==> config.mk <==
export PLATFORM = sky130hd
export DESIGN_NAME = rgb_to_hsv_hsl_top
export DESIGN_NICKNAME = d
export VERILOG_FILES = /design/src/rtl/rgb_hsv_pkg.sv /design/src/rtl/rgb_hsv_div.sv /design/src/rtl/rgb_to_hsv_hsl_top.sv
export SDC_FILE = /design/constraint.sdc
export NUM_CORES = 2
export LEC_CHECK = 0
export BUFFER_PORTS_ARGS = -buffer_cell sky130_fd_sc_hd__buf_2
export CAP_MARGIN = 10
export CORE_MARGIN = 5
export CORE_UTILIZATION = 35
export DETAILED_ROUTE_END_ITERATION = 10
export PLACE_DENSITY = 0.5
export SLEW_MARGIN = 20
export SYNTH_ARGS = -nofsm -noshare
export SYNTH_HDL_FRONTEND = slang
export SYNTH_MEMORY_MAX_BITS = 65536
export SYNTH_SLANG_ARGS = --single-unit
==> constraint.sdc <==
create_clock -name clk -period 5.9 [get_ports clk]
set_clock_uncertainty 0.1 [all_clocks]
set_input_delay 0.885 -clock clk [delete_from_list [all_inputs] [get_ports clk]]
set_output_delay 0.885 -clock clk [all_outputs]
set_load 0.01 [all_outputs]
==> src/rtl/rgb_hsv_pkg.sv <==
// Package: constants and payload types for the RGB to HSV/HSL converter.
package rgb_hsv_pkg;
  localparam int CHANNEL_BITS_DEF  = 12;
  localparam int FRACTION_BITS_DEF = 16;
  localparam int FIELD_IN_BITS     = 12;
  localparam int FIELD_OUT_BITS    = 16;

  typedef struct packed {
    logic [FIELD_IN_BITS-1:0] red;
    logic [FIELD_IN_BITS-1:0] green;
    logic [FIELD_IN_BITS-1:0] blue;
  } pix_in_t;

  typedef struct packed {
    logic [FIELD_OUT_BITS-1:0] hue;
    logic [FIELD_OUT_BITS-1:0] sat_hsv;
    logic [FIELD_OUT_BITS-1:0] value_out;
    logic [FIELD_OUT_BITS-1:0] sat_hsl;
    logic [FIELD_OUT_BITS-1:0] lightness;
  } pix_out_t;
endpackage

==> src/rtl/rgb_hsv_div.sv <==
// Pipelined restoring divider: one quotient bit per stage.
module rgb_hsv_div #(
  parameter int NUM_BITS = 32,
  parameter int DEN_BITS = 16,
  parameter int Q_BITS   = 16,
  parameter int TAG_BITS = 1
) (
  input  logic                clk,
  input  logic [NUM_BITS-1:0] num,
  input  logic [DEN_BITS-1:0] den,
  input  logic [TAG_BITS-1:0] tag_in,
  output logic [Q_BITS-1:0]   quo,
  output logic [TAG_BITS-1:0] tag_out
);
  // Quotient is assumed to fit in Q_BITS; remainder kept below den.
  localparam int RW = DEN_BITS + 1;

  logic [RW-1:0]       rem_r [Q_BITS];
  logic [NUM_BITS-1:0] num_r [Q_BITS];
  logic [DEN_BITS-1:0] den_r [Q_BITS];
  logic [Q_BITS-1:0]   q_r   [Q_BITS];
  logic [TAG_BITS-1:0] tag_r [Q_BITS];

  for (genvar i = 0; i < Q_BITS; i++) begin : g_stage
    localparam int BI = Q_BITS - 1 - i;
    logic [RW-1:0]       rem_in;
    logic [NUM_BITS-1:0] num_in;
    logic [DEN_BITS-1:0] den_in;
    logic [Q_BITS-1:0]   q_in;
    logic [TAG_BITS-1:0] tag_s;
    logic [RW:0]         trial_nxt;
    logic [RW-1:0]       rem_nxt;
    logic                bit_nxt;
    if (i == 0) begin : g_first
      // Upper numerator bits above the quotient window form the first remainder.
      assign rem_in = RW'(num >> Q_BITS);
      assign num_in = num;
      assign den_in = den;
      assign q_in   = '0;
      assign tag_s  = tag_in;
    end else begin : g_next
      assign rem_in = rem_r[i-1];
      assign num_in = num_r[i-1];
      assign den_in = den_r[i-1];
      assign q_in   = q_r[i-1];
      assign tag_s  = tag_r[i-1];
    end
    always_comb begin
      trial_nxt = {rem_in, num_in[BI]};
      bit_nxt = trial_nxt >= (RW+1)'(den_in);
      rem_nxt = bit_nxt ? RW'(trial_nxt - (RW+1)'(den_in)) : RW'(trial_nxt);
    end
    always_ff @(posedge clk) begin
      rem_r[i] <= rem_nxt;
      num_r[i] <= num_in;
      den_r[i] <= den_in;
      q_r[i]   <= q_in | (Q_BITS'(bit_nxt) << BI);
      tag_r[i] <= tag_s;
    end
  end

  assign quo     = q_r[Q_BITS-1];
  assign tag_out = tag_r[Q_BITS-1];
endmodule

==> src/rtl/rgb_to_hsv_hsl_top.sv <==
// RGB to HSV/HSL converter: max/min stage, numerator stages, dividers, reciprocal scaling.
// Three entry stages, FRACTION_BITS + 1 divider stages and the output register lie
// between the start beat and the result edge.
// Throughput: one pixel per cycle; busy is always low, so start may stay high.
// Synchronous active-low reset clears valid bits only; payload is not reset.
// The receiver cannot stall; each result shows for one cycle under out_valid.
module rgb_to_hsv_hsl_top
  import rgb_hsv_pkg::*;
#(
  parameter int CHANNEL_BITS  = CHANNEL_BITS_DEF,
  parameter int FRACTION_BITS = FRACTION_BITS_DEF
) (
  input  logic     clk,
  input  logic     rst_n,
  input  logic     start,
  output logic     busy,
  input  pix_in_t  in_pix,
  output logic     out_valid,
  output pix_out_t out_pix
);
  localparam int CB = CHANNEL_BITS;
  localparam int FB = FRACTION_BITS;
  localparam int QB = FB + 1;            // quotients reach FMAX (and 2^F for hue guard)
  localparam int DB = CB + 3;            // 6c fits in CB+3 bits
  localparam int NB = DB + FB + 1;
  localparam int LAT = QB + 4;
  localparam logic [CB-1:0] CMAX = {CB{1'b1}};
  localparam logic [FB-1:0] FMAX = {FB{1'b1}};
  // floor(y * FMAX / CMAX) = (y * RECIP) >> RK, exact for y <= 2 * CMAX
  localparam int RK = 2 * CB + 1;
  localparam int MB = FB + CB + 2;
  localparam int PB = CB + 1 + MB;
  localparam logic [63:0] RECIP_W = ((64'(FMAX) << RK) + 64'(CMAX) - 64'd1) / 64'(CMAX);
  localparam logic [MB-1:0] RECIP = RECIP_W[MB-1:0];

  assign busy = 1'b0;

  // stage 1: extract channels, max, min
  logic [CB-1:0] r1_r, g1_r, b1_r, mx1_r, mn1_r;
  logic [CB-1:0] r_i, g_i, b_i, mx_i, mn_i;
  always_comb begin
    r_i = CB'(in_pix.red);
    g_i = CB'(in_pix.green);
    b_i = CB'(in_pix.blue);
    mx_i = r_i; mn_i = r_i;
    if (g_i > mx_i) mx_i = g_i;
    if (b_i > mx_i) mx_i = b_i;
    if (g_i < mn_i) mn_i = g_i;
    if (b_i < mn_i) mn_i = b_i;
  end
  always_ff @(posedge clk) begin
    r1_r <= r_i; g1_r <= g_i; b1_r <= b_i; mx1_r <= mx_i; mn1_r <= mn_i;
  end

  // stage 2: chroma, sum, hue numerator, divisors
  logic [CB-1:0] c2_r, mx2_r;
  logic [CB:0]   sum2_r, sden2_r;
  logic [DB-1:0] hnum2_r, six2_r;
  logic          hz2_r, sz2_r, lz2_r;
  logic [CB-1:0] c_s;
  logic [CB:0]   sum_s;
  logic [DB-1:0] six_s, hn_s;
  always_comb begin
    c_s   = mx1_r - mn1_r;
    sum_s = {1'b0, mx1_r} + {1'b0, mn1_r};
    six_s = DB'(c_s) * DB'(6);
    if (g1_r == mx1_r)
      hn_s = DB'(b1_r) + (DB'(c_s) << 1) - DB'(r1_r);
    else if (b1_r == mx1_r)
      hn_s = (DB'(c_s) << 2) + DB'(r1_r) - DB'(g1_r);
    else if (g1_r >= b1_r)
      hn_s = DB'(g1_r) - DB'(b1_r);
    else
      hn_s = six_s - (DB'(b1_r) - DB'(g1_r));
  end
  always_ff @(posedge clk) begin
    c2_r    <= c_s;
    mx2_r   <= mx1_r;
    sum2_r  <= sum_s;
    sden2_r <= (sum_s <= (CB+1)'(CMAX)) ? sum_s : ({CMAX, 1'b0} - sum_s);
    hnum2_r <= hn_s;
    six2_r  <= six_s;
    hz2_r   <= (c_s == '0);
    sz2_r   <= (mx1_r == '0);
    lz2_r   <= (mx1_r == '0) || (mn1_r == CMAX);
  end

  // stage 3: products by FMAX, 2^F and RECIP; zero-guarded divisors
  logic [NB-1:0] hn3_r, sv3_r, sl3_r;
  logic [PB-1:0] vp3_r, lp3_r;
  logic [DB-1:0] hd3_r;
  logic [CB-1:0] svd3_r;
  logic [CB:0]   sld3_r;
  logic [2:0]    zf3_r;
  always_ff @(posedge clk) begin
    hn3_r  <= NB'(hnum2_r) << FB;
    sv3_r  <= NB'(c2_r) * NB'(FMAX);
    sl3_r  <= NB'(c2_r) * NB'(FMAX);
    vp3_r  <= PB'(mx2_r) * PB'(RECIP);
    lp3_r  <= PB'(sum2_r) * PB'(RECIP);
    hd3_r  <= hz2_r ? DB'(1) : six2_r;
    svd3_r <= sz2_r ? CB'(1) : mx2_r;
    sld3_r <= lz2_r ? (CB+1)'(1) : sden2_r;
    zf3_r  <= {hz2_r, sz2_r, lz2_r};
  end

  // value and lightness ride alongside the dividers; lightness halves the scaled sum
  logic [FB-1:0] vd_r [QB];
  logic [FB-1:0] ld_r [QB];
  always_ff @(posedge clk) begin
    vd_r[0] <= vp3_r[RK +: FB];
    ld_r[0] <= lp3_r[RK+1 +: FB];
    for (int j = 1; j < QB; j++) begin
      vd_r[j] <= vd_r[j-1];
      ld_r[j] <= ld_r[j-1];
    end
  end

  logic [QB-1:0] hq, svq, slq;
  logic [2:0]    zf_o, unused_a, unused_c;
  rgb_hsv_div #(.NUM_BITS(NB), .DEN_BITS(DB), .Q_BITS(QB), .TAG_BITS(3)) u_hue (
    .clk, .num(hn3_r), .den(hd3_r), .tag_in(zf3_r), .quo(hq), .tag_out(zf_o));
  rgb_hsv_div #(.NUM_BITS(NB), .DEN_BITS(CB), .Q_BITS(QB), .TAG_BITS(3)) u_shsv (
    .clk, .num(sv3_r), .den(svd3_r), .tag_in(zf3_r), .quo(svq), .tag_out(unused_a));
  rgb_hsv_div #(.NUM_BITS(NB), .DEN_BITS(CB+1), .Q_BITS(QB), .TAG_BITS(3)) u_shsl (
    .clk, .num(sl3_r), .den(sld3_r), .tag_in(zf3_r), .quo(slq), .tag_out(unused_c));

  logic          unused_ok;
  assign unused_ok = ^{unused_a, unused_c};

  logic [LAT-1:0] vld_r;
  pix_out_t       out_r;
  always_ff @(posedge clk) begin
    if (!rst_n) vld_r <= '0;
    else        vld_r <= {vld_r[LAT-2:0], start & ~busy};
    out_r.hue       <= zf_o[2] ? '0 : FIELD_OUT_BITS'(hq);
    out_r.sat_hsv   <= zf_o[1] ? '0 : FIELD_OUT_BITS'(svq);
    out_r.value_out <= FIELD_OUT_BITS'(vd_r[QB-1]);
    out_r.sat_hsl   <= (zf_o[0] || unused_ok & 1'b0) ? '0 : FIELD_OUT_BITS'(slq);
    out_r.lightness <= FIELD_OUT_BITS'(ld_r[QB-1]);
  end
  assign out_valid = vld_r[LAT-1];
  assign out_pix   = out_r;

  a_busy_low: assert property (@(posedge clk) busy == 1'b0) else $error("busy high");
  a_lat: assert property (@(posedge clk) disable iff (!rst_n)
    out_valid |-> $past(start, LAT)) else $error("result without start");
  a_start: assert property (@(posedge clk) disable iff (!rst_n)
    start |-> ##1 vld_r[0]) else $error("start lost");
endmodule
Yosys cells after proc, flatten, opt, wreduce, memory -nomap -nowiden
Memories as Yosys holds them, arrays and structs flattened. A register that Yosys moved wholly into a read port is not among the register bits.
Cells that the tools add are included.
Word-level totals
  bits in registers: 332
  RAM bits: 4505
  output and inout port bits: 82
  logic and storage cells: 273
  memories: 15
Operators by class
  add/sub/neg operators: 61
  $mul: 4
  order comparisons: 57
  equality and inequality tests: 3
  muxes and demuxes: 59
  bitwise gates (word level): 48
  reduce and logical (&&, ||, !) cells: 3
Memories
  u_hue.num_r: depth 17, bits a word 32, read ports 16, clocked after memory_dff 0, write ports 17, line rgb_hsv_div.sv:19  | logic [NUM_BITS-1:0] num_r [Q_BITS];
  u_shsl.num_r: depth 17, bits a word 32, read ports 16, clocked after memory_dff 0, write ports 17, line rgb_hsv_div.sv:19
  u_shsv.num_r: depth 17, bits a word 32, read ports 16, clocked after memory_dff 0, write ports 17, line rgb_hsv_div.sv:19
  u_hue.q_r: depth 17, bits a word 17, read ports 17, clocked after memory_dff 1, write ports 17, line rgb_hsv_div.sv:21  | logic [Q_BITS-1:0] q_r [Q_BITS];
  u_shsl.q_r: depth 17, bits a word 17, read ports 17, clocked after memory_dff 1, write ports 17, line rgb_hsv_div.sv:21
  u_shsv.q_r: depth 17, bits a word 17, read ports 17, clocked after memory_dff 1, write ports 17, line rgb_hsv_div.sv:21
  +9 memories
Operators with widths (count)
  greater-or-equal comparator 17 x 15 -> 1 bit: 16
  2-to-1 mux 16 bit: 17
  subtractor 16 x 15 -> 16 bit: 16
  greater-or-equal comparator 15 x 13 -> 1 bit: 16
  2-to-1 mux 14 bit: 17
  2-to-1 mux 13 bit: 18
  greater-or-equal comparator 14 x 12 -> 1 bit: 16
  subtractor 14 x 13 -> 14 bit: 16
  subtractor 13 x 12 -> 13 bit: 16
  OR 17 x 1 -> 17 bit: 3
  OR 17 x 10 -> 17 bit: 3
  OR 17 x 11 -> 17 bit: 3
  OR 17 x 12 -> 17 bit: 3
  OR 17 x 13 -> 17 bit: 3
  OR 17 x 14 -> 17 bit: 3
  OR 17 x 15 -> 17 bit: 3
  OR 17 x 16 -> 17 bit: 3
  OR 17 x 2 -> 17 bit: 3
  OR 17 x 3 -> 17 bit: 3
  OR 17 x 4 -> 17 bit: 3
  OR 17 x 5 -> 17 bit: 3
  OR 17 x 6 -> 17 bit: 3
  OR 17 x 7 -> 17 bit: 3
  OR 17 x 8 -> 17 bit: 3
  other kinds (28): 42

Depth between registers and ports, before layout
  word-level depth: 6
  depth in mapped cells: 27

Modules after synthesis
Synthesis repeated with hierarchy kept, for this count alone.
Unflattened totals
  cells, all modules: 11502
  area, all modules: 124654.6 sq um
Modules (own cells, without submodules)
  rgb_to_hsv_hsl_top: times used 1, cells an instance 3012, area each 35052.4 sq um, seq. area each 18037.3 sq um
  rgb_hsv_div (u_hue): times used 1, cells an instance 3193, area each 32403.6 sq um, seq. area each 16736.1 sq um
  rgb_hsv_div (u_shsl): times used 1, cells an instance 2754, area each 29877.4 sq um, seq. area each 15454.8 sq um
  rgb_hsv_div (u_shsv): times used 1, cells an instance 2543, area each 27321.2 sq um, seq. area each 14814.2 sq um

Least setup slack after synthesis
OpenSTA, ideal clock, no wires.
  kind: register to register
  start: register c2_r[3]
  end: register sl3_r[24]
  library setup time: 0.120 ns
  arrival time: 5.262 ns
  data required time: 5.680 ns
  slack: 0.418 ns
  cell stages (with the launch flop): 20
  clock period less this slack: 5.482 ns
  cells stage by stage: dfxtp_1 -> fa_1 -> inv_1 -> fa_1 -> inv_1 -> fa_1 -> inv_1 -> fa_1 -> fa_1 -> inv_1 -> ha_1 -> o21a_1 -> nor2_1 -> o31ai_1 -> a31oi_1 -> a21oi_1 -> a21oi_1 -> o211a_1 -> or3_1 -> xnor2_1
On the way
  longest elaborated chain between the ends: 1
RTL lines
  from (decl): line rgb_to_hsv_hsl_top.sv:56  | logic [CB-1:0] c2_r, mx2_r;
  from (signal assigned): line rgb_to_hsv_hsl_top.sv:77  | c2_r <= c_s;
  multiplier 12 x 16 -> 28 bit: line rgb_to_hsv_hsl_top.sv:98  | sl3_r <= NB'(c2_r) * NB'(FMAX);
  to (signal assigned): line rgb_to_hsv_hsl_top.sv:98
  to (decl): line rgb_to_hsv_hsl_top.sv:89  | logic [NB-1:0] hn3_r, sv3_r, sl3_r;
No other way between the ends.
A chain may end at the register's enable or synchronous reset.

Worst setup path in the final report
  start: register mn1_r[1]
  end: register hnum2_r[14]
On the way
  longest elaborated chain between the ends: 6
RTL lines
  from (decl): line rgb_to_hsv_hsl_top.sv:39  | logic [CB-1:0] r1_r, g1_r, b1_r, mx1_r, mn1_r;
  from (signal assigned): line rgb_to_hsv_hsl_top.sv:52  | r1_r <= r_i; g1_r <= g_i; b1_r <= b_i; mx1_r <= mx_i; mn1_r <= mn_i;
  subtractor 12 bit: line rgb_to_hsv_hsl_top.sv:64  | c_s = mx1_r - mn1_r;
  multiplier 12 x 2 -> 14 bit: line rgb_to_hsv_hsl_top.sv:66  | six_s = DB'(c_s) * DB'(6);
  named net six_s[11]: line rgb_to_hsv_hsl_top.sv:62  | logic [DB-1:0] six_s, hn_s;
  subtractor 15 bit: line rgb_to_hsv_hsl_top.sv:74  | hn_s = six_s - (DB'(b1_r) - DB'(g1_r));
  2-to-1 mux 15 bit: line rgb_to_hsv_hsl_top.sv:71  | else if (g1_r >= b1_r)
  2-to-1 mux 15 bit: line rgb_to_hsv_hsl_top.sv:69  | else if (b1_r == mx1_r)
  2-to-1 mux 15 bit: line rgb_to_hsv_hsl_top.sv:67  | if (g1_r == mx1_r)
  named net hn_s[14]: line rgb_to_hsv_hsl_top.sv:62
  to (signal assigned): line rgb_to_hsv_hsl_top.sv:81  | hnum2_r <= hn_s;
  to (decl): line rgb_to_hsv_hsl_top.sv:58  | logic [DB-1:0] hnum2_r, six2_r;
The timed path passes the listed nets, and every way through them passes these cells.

==> metrics <==
status=finished clean; vias in the first global route=72660; Final period util=0.9637; reg2reg end=hnum2_r[14]$_DFF_P_; largest net degree at the start of global routing=31; Chip Height=570.2 um; initial antenna violation count=5; r2r startpoint=mn1_r[1]$_DFF_P_; Post-Route WL=218.9 mm; CP endpoint kind=flip-flop; Final nets=12290; cell count after synthesis=10570; GR Overflow Total=0; Worst Hold Class=in2reg; Worst-Skew Late Latency=0.88 ns; worst rel slew slack=0.3155; Most used DFF post-synth=dfxtp_1; number of vias per cell=4.565; sink of the worst hold path=b1_r[8]$_DFF_P_; fin crit period=5.686 ns; clock root buffer=clkbuf_16; RSZ-0062 raised after global routing=yes; Synth Warn #=0; fmax=175.9 MHz; clock buffer count from CTS=309; Layout Utilization=0.4046; first-pass GRT wire length=360.4 mm; Total GRT Usage=0.1325; synth unique cells=89; DIE WIDTH=570.2 um; WL/cell=14.28 um; DR iter-0 viols=3446; Seq cells post-synth=2808; CTS tree=done; max_cap viols=0; Cell Rows=205; Final ANT Viol Nets=0; layout cells sized above 1=0.07819; sequential area share after synthesis=0.5118; CTS sink count=2808; Final Setup Violations=0; crit-path max FO=6; I/O Pins=121; Syn Area/Cell=10.39 um^2; asr flop ratio synth=0; Vias=70000; cell taking the most area after synthesis=dfxtp_1; Synth top area share=0.5118; syn nets=11900; Mapped Area=109800 um^2; Worst-Margin Slew=1.023 ns; Residual DRC=0; critical path class=reg2reg; Synth area leaders=dfxtp_1 (51%), ha_1 (12%), inv_1 (5.0%); Max Buffers Root-to-Sink=4; Hold Startpoint=in_pix[8]; flop-to-flop setup slack=0.21 ns; IO Port Bufs=119; core area=312200 um^2; Starting Density=0.3519; Worst-path clk slew=0.07 ns; H-tree levels=5; fin. max-slew vios=0; Final Hold Fails=0; count of flip-flops with a built-in enable after synthesis=0; die area=325100 um^2; worst hold stages=1; Setup crit start kind=flip-flop; hpwl dp=170.1 mm; Placer Congestion=0.8512; WP data arrival=6.37 ns; required time of the critical path=6.59 ns; Pre-antenna DRT Iters=9; Syn-to-layout area delta=14.99%; path depth of the worst reg2reg path=23
==> worst max-delay path, cell delays in order (launching register included) <==
cell,delay [ns]
dfxtp_2,0.41
inv_1,0.06
ha_1,0.28
nor2b_1,0.15
o211a_1,0.27
o41a_1,0.46
and2_1,0.30
ha_1,0.38
o21ai_0,0.08
o21ai_0,0.18
maj3_1,0.39
a21o_1,0.20
and3_1,0.17
a21oi_1,0.18
nor2b_1,0.19
xnor2_1,0.21
ha_1,0.32
a21oi_1,0.21
a31oi_2,0.10
o311ai_2,0.31
a31o_1,0.17
xor2_1,0.08
o21a_1,0.19
a211oi_2,0.20
==> routing by layer <==
layer	track usage	wire [um]
met1	0.1538	94060
met2	0.2414	108200
met3	0.01828	7058
met4	0.05931	9591
met5	0	0
==> registers in the layout, indices dropped and copies added, names as in the netlist, 136 cells and up <==
signal        count
u_shsv.num_r    136
u_shsv.den_r    192
u_shsl.rem_r    224
u_hue.q_r       136
u_shsl.q_r      136
vd_r            272
u_hue.rem_r     256
u_hue.den_r     240
ld_r            272
u_shsv.q_r      136
u_shsl.den_r    208
u_shsv.rem_r    208
==> per-stage QoR <==
| stage | hold slack (ns) | setup WS, ns | instances | TNS [ns] | instance area [um^2] |
|---|---|---|---|---|---|
| after global placement | 0.2098 | 0.04878 | 14760 | 0 | 115600 |
| final | 0.09717 | 0.2140 | 15340 | 0 | 126300 |
| after detailed placement | 0.2121 | 0.02534 | 14760 | 0 | 115600 |
| after floorplan | 0.2096 | 0.4176 | 10570 | 0 | 109800 |
| after CTS | 0.002908 | 0.01312 | 15330 | 0 | 126200 |
| after global routing | 0.03765 | -0.04638 | 15330 | -0.1109 | 126300 |
==> cells in the mapped netlist, types with 7 or more instances <==
| cell | number |
|---|---|
| and2_1 | 43 |
| a2111oi_0 | 24 |
| o21ai_1 | 13 |
| nand4_1 | 144 |
| o21bai_1 | 56 |
| fa_1 | 224 |
| nor2_1 | 453 |
| a221o_1 | 10 |
| o211ai_1 | 32 |
| a211o_1 | 11 |
| or3_1 | 14 |
| nand3b_1 | 16 |
| a41o_1 | 12 |
| a31oi_1 | 54 |
| or2_2 | 36 |
| and4_1 | 12 |
| o41ai_2 | 9 |
| and3_1 | 62 |
| mux2i_1 | 73 |
| buf_2 | 9 |
| a21oi_1 | 626 |
| nand2b_1 | 107 |
| a21boi_1 | 12 |
| o21a_1 | 43 |
| or4_1 | 15 |
| o21ai_0 | 592 |
| inv_1 | 1450 |
| nor3_1 | 130 |
| nor2b_1 | 238 |
| o31ai_1 | 103 |
| o31a_1 | 7 |
| ha_1 | 1070 |
| nand2_1 | 644 |
| nor4_1 | 34 |
| clkbuf_1 | 124 |
| dfxtp_1 | 2808 |
| xnor2_1 | 394 |
| a21o_1 | 256 |
| nand3_1 | 72 |
| a21boi_0 | 51 |
| a221oi_1 | 19 |
| o2111ai_1 | 17 |
| xor2_1 | 223 |
| mux2_2 | 94 |
| a211oi_1 | 37 |
==> worst max-delay path by stage <==
| stage | startpoint | to | slack [ns] |
|---|---|---|---|
| floorplan | c2_r[3]$_DFF_P_ | sl3_r[24]$_DFF_P_ | 0.42 |
| global placement | c2_r[6]$_DFF_P_ | sl3_r[24]$_DFF_P_ | 0.05 |
| detailed placement | c2_r[6]$_DFF_P_ | sl3_r[26]$_DFF_P_ | 0.03 |
| CTS | mx1_r[0]$_DFF_P_ | hnum2_r[14]$_DFF_P_ | 0.01 |
| global route | mx1_r[0]$_DFF_P_ | hnum2_r[14]$_DFF_P_ | -0.05 |
| finish | mn1_r[1]$_DFF_P_ | hnum2_r[14]$_DFF_P_ | 0.21 |
==> cell families (layout without fill, tap and decap cells) <==
group	count (synthesis)	in the layout	synth area share
xor gates and xnor gates	619	619	0.04950
and+or+nand+nor	2044	2044	0.09029
other	1	5	0.00003414
AOI/OAI and AO/OA	2036	2036	0.1137
DFF	2808	2808	0.5118
adders and majority gates	1296	1296	0.1629
muxes	171	171	0.01670
buffers and inverters	1596	2216	0.05512
==> layout make-up <==
| cell class | instances | area [um^2] |
|---|---|---|
| Antenna cell | 4 | 10.01 |
| Clock buffer | 437 | 8902 |
| Clock inverter | 109 | 1439 |
| Fill cell | 29880 | 185900 |
| Inverter | 1454 | 5460 |
| Multi-Input combinational cell | 6167 | 47720 |
| Sequential cell | 2808 | 56220 |
| Tap cell | 4140 | 5180 |
| Timing Repair Buffer | 216 | 1379 |
==> cells in the final DEF, fill, tap and decap left out, drive strengths merged, types with 24 or more instances in the layout <==
| cell | Yosys | layout |
|---|---|---|
| mux2 | 98 | 98 |
| a21oi | 629 | 629 |
| nand2b | 107 | 107 |
| inv | 1453 | 1466 |
| nor2b | 238 | 238 |
| xor2 | 223 | 223 |
| buf | 17 | 194 |
| fa | 224 | 224 |
| mux2i | 73 | 73 |
| or2 | 40 | 40 |
| and3 | 62 | 62 |
| nor2 | 459 | 459 |
| o211ai | 33 | 33 |
| a21boi | 63 | 63 |
| nor4 | 35 | 35 |
| clkbuf | 125 | 437 |
| o21ai | 607 | 607 |
| xnor2 | 396 | 396 |
| a21o | 256 | 256 |
| nand3 | 72 | 72 |
| a31oi | 54 | 54 |
| nand2 | 644 | 644 |
| clkinv | 1 | 63 |
| and2 | 43 | 43 |
| o31ai | 103 | 103 |
| dfxtp | 2808 | 2808 |
| o21a | 43 | 43 |
| a2111oi | 24 | 24 |
| o21bai | 56 | 56 |
| ha | 1070 | 1070 |
| nor3 | 130 | 130 |
| a211oi | 39 | 39 |
| nand4 | 144 | 144 |
==> what timing repair did <==
action,CTS,global route
gates cloned,0,0
pin swaps,0,3
resized for setup,1,23
setup endpoints to repair,1,15
hold endpoints to repair,22,0
setup buffers,0,1
hold buffers,22,0
Power is left out: the tool's default activity adds up to more than one toggle a clock period on the data nets, which glitch-free logic cannot reach.
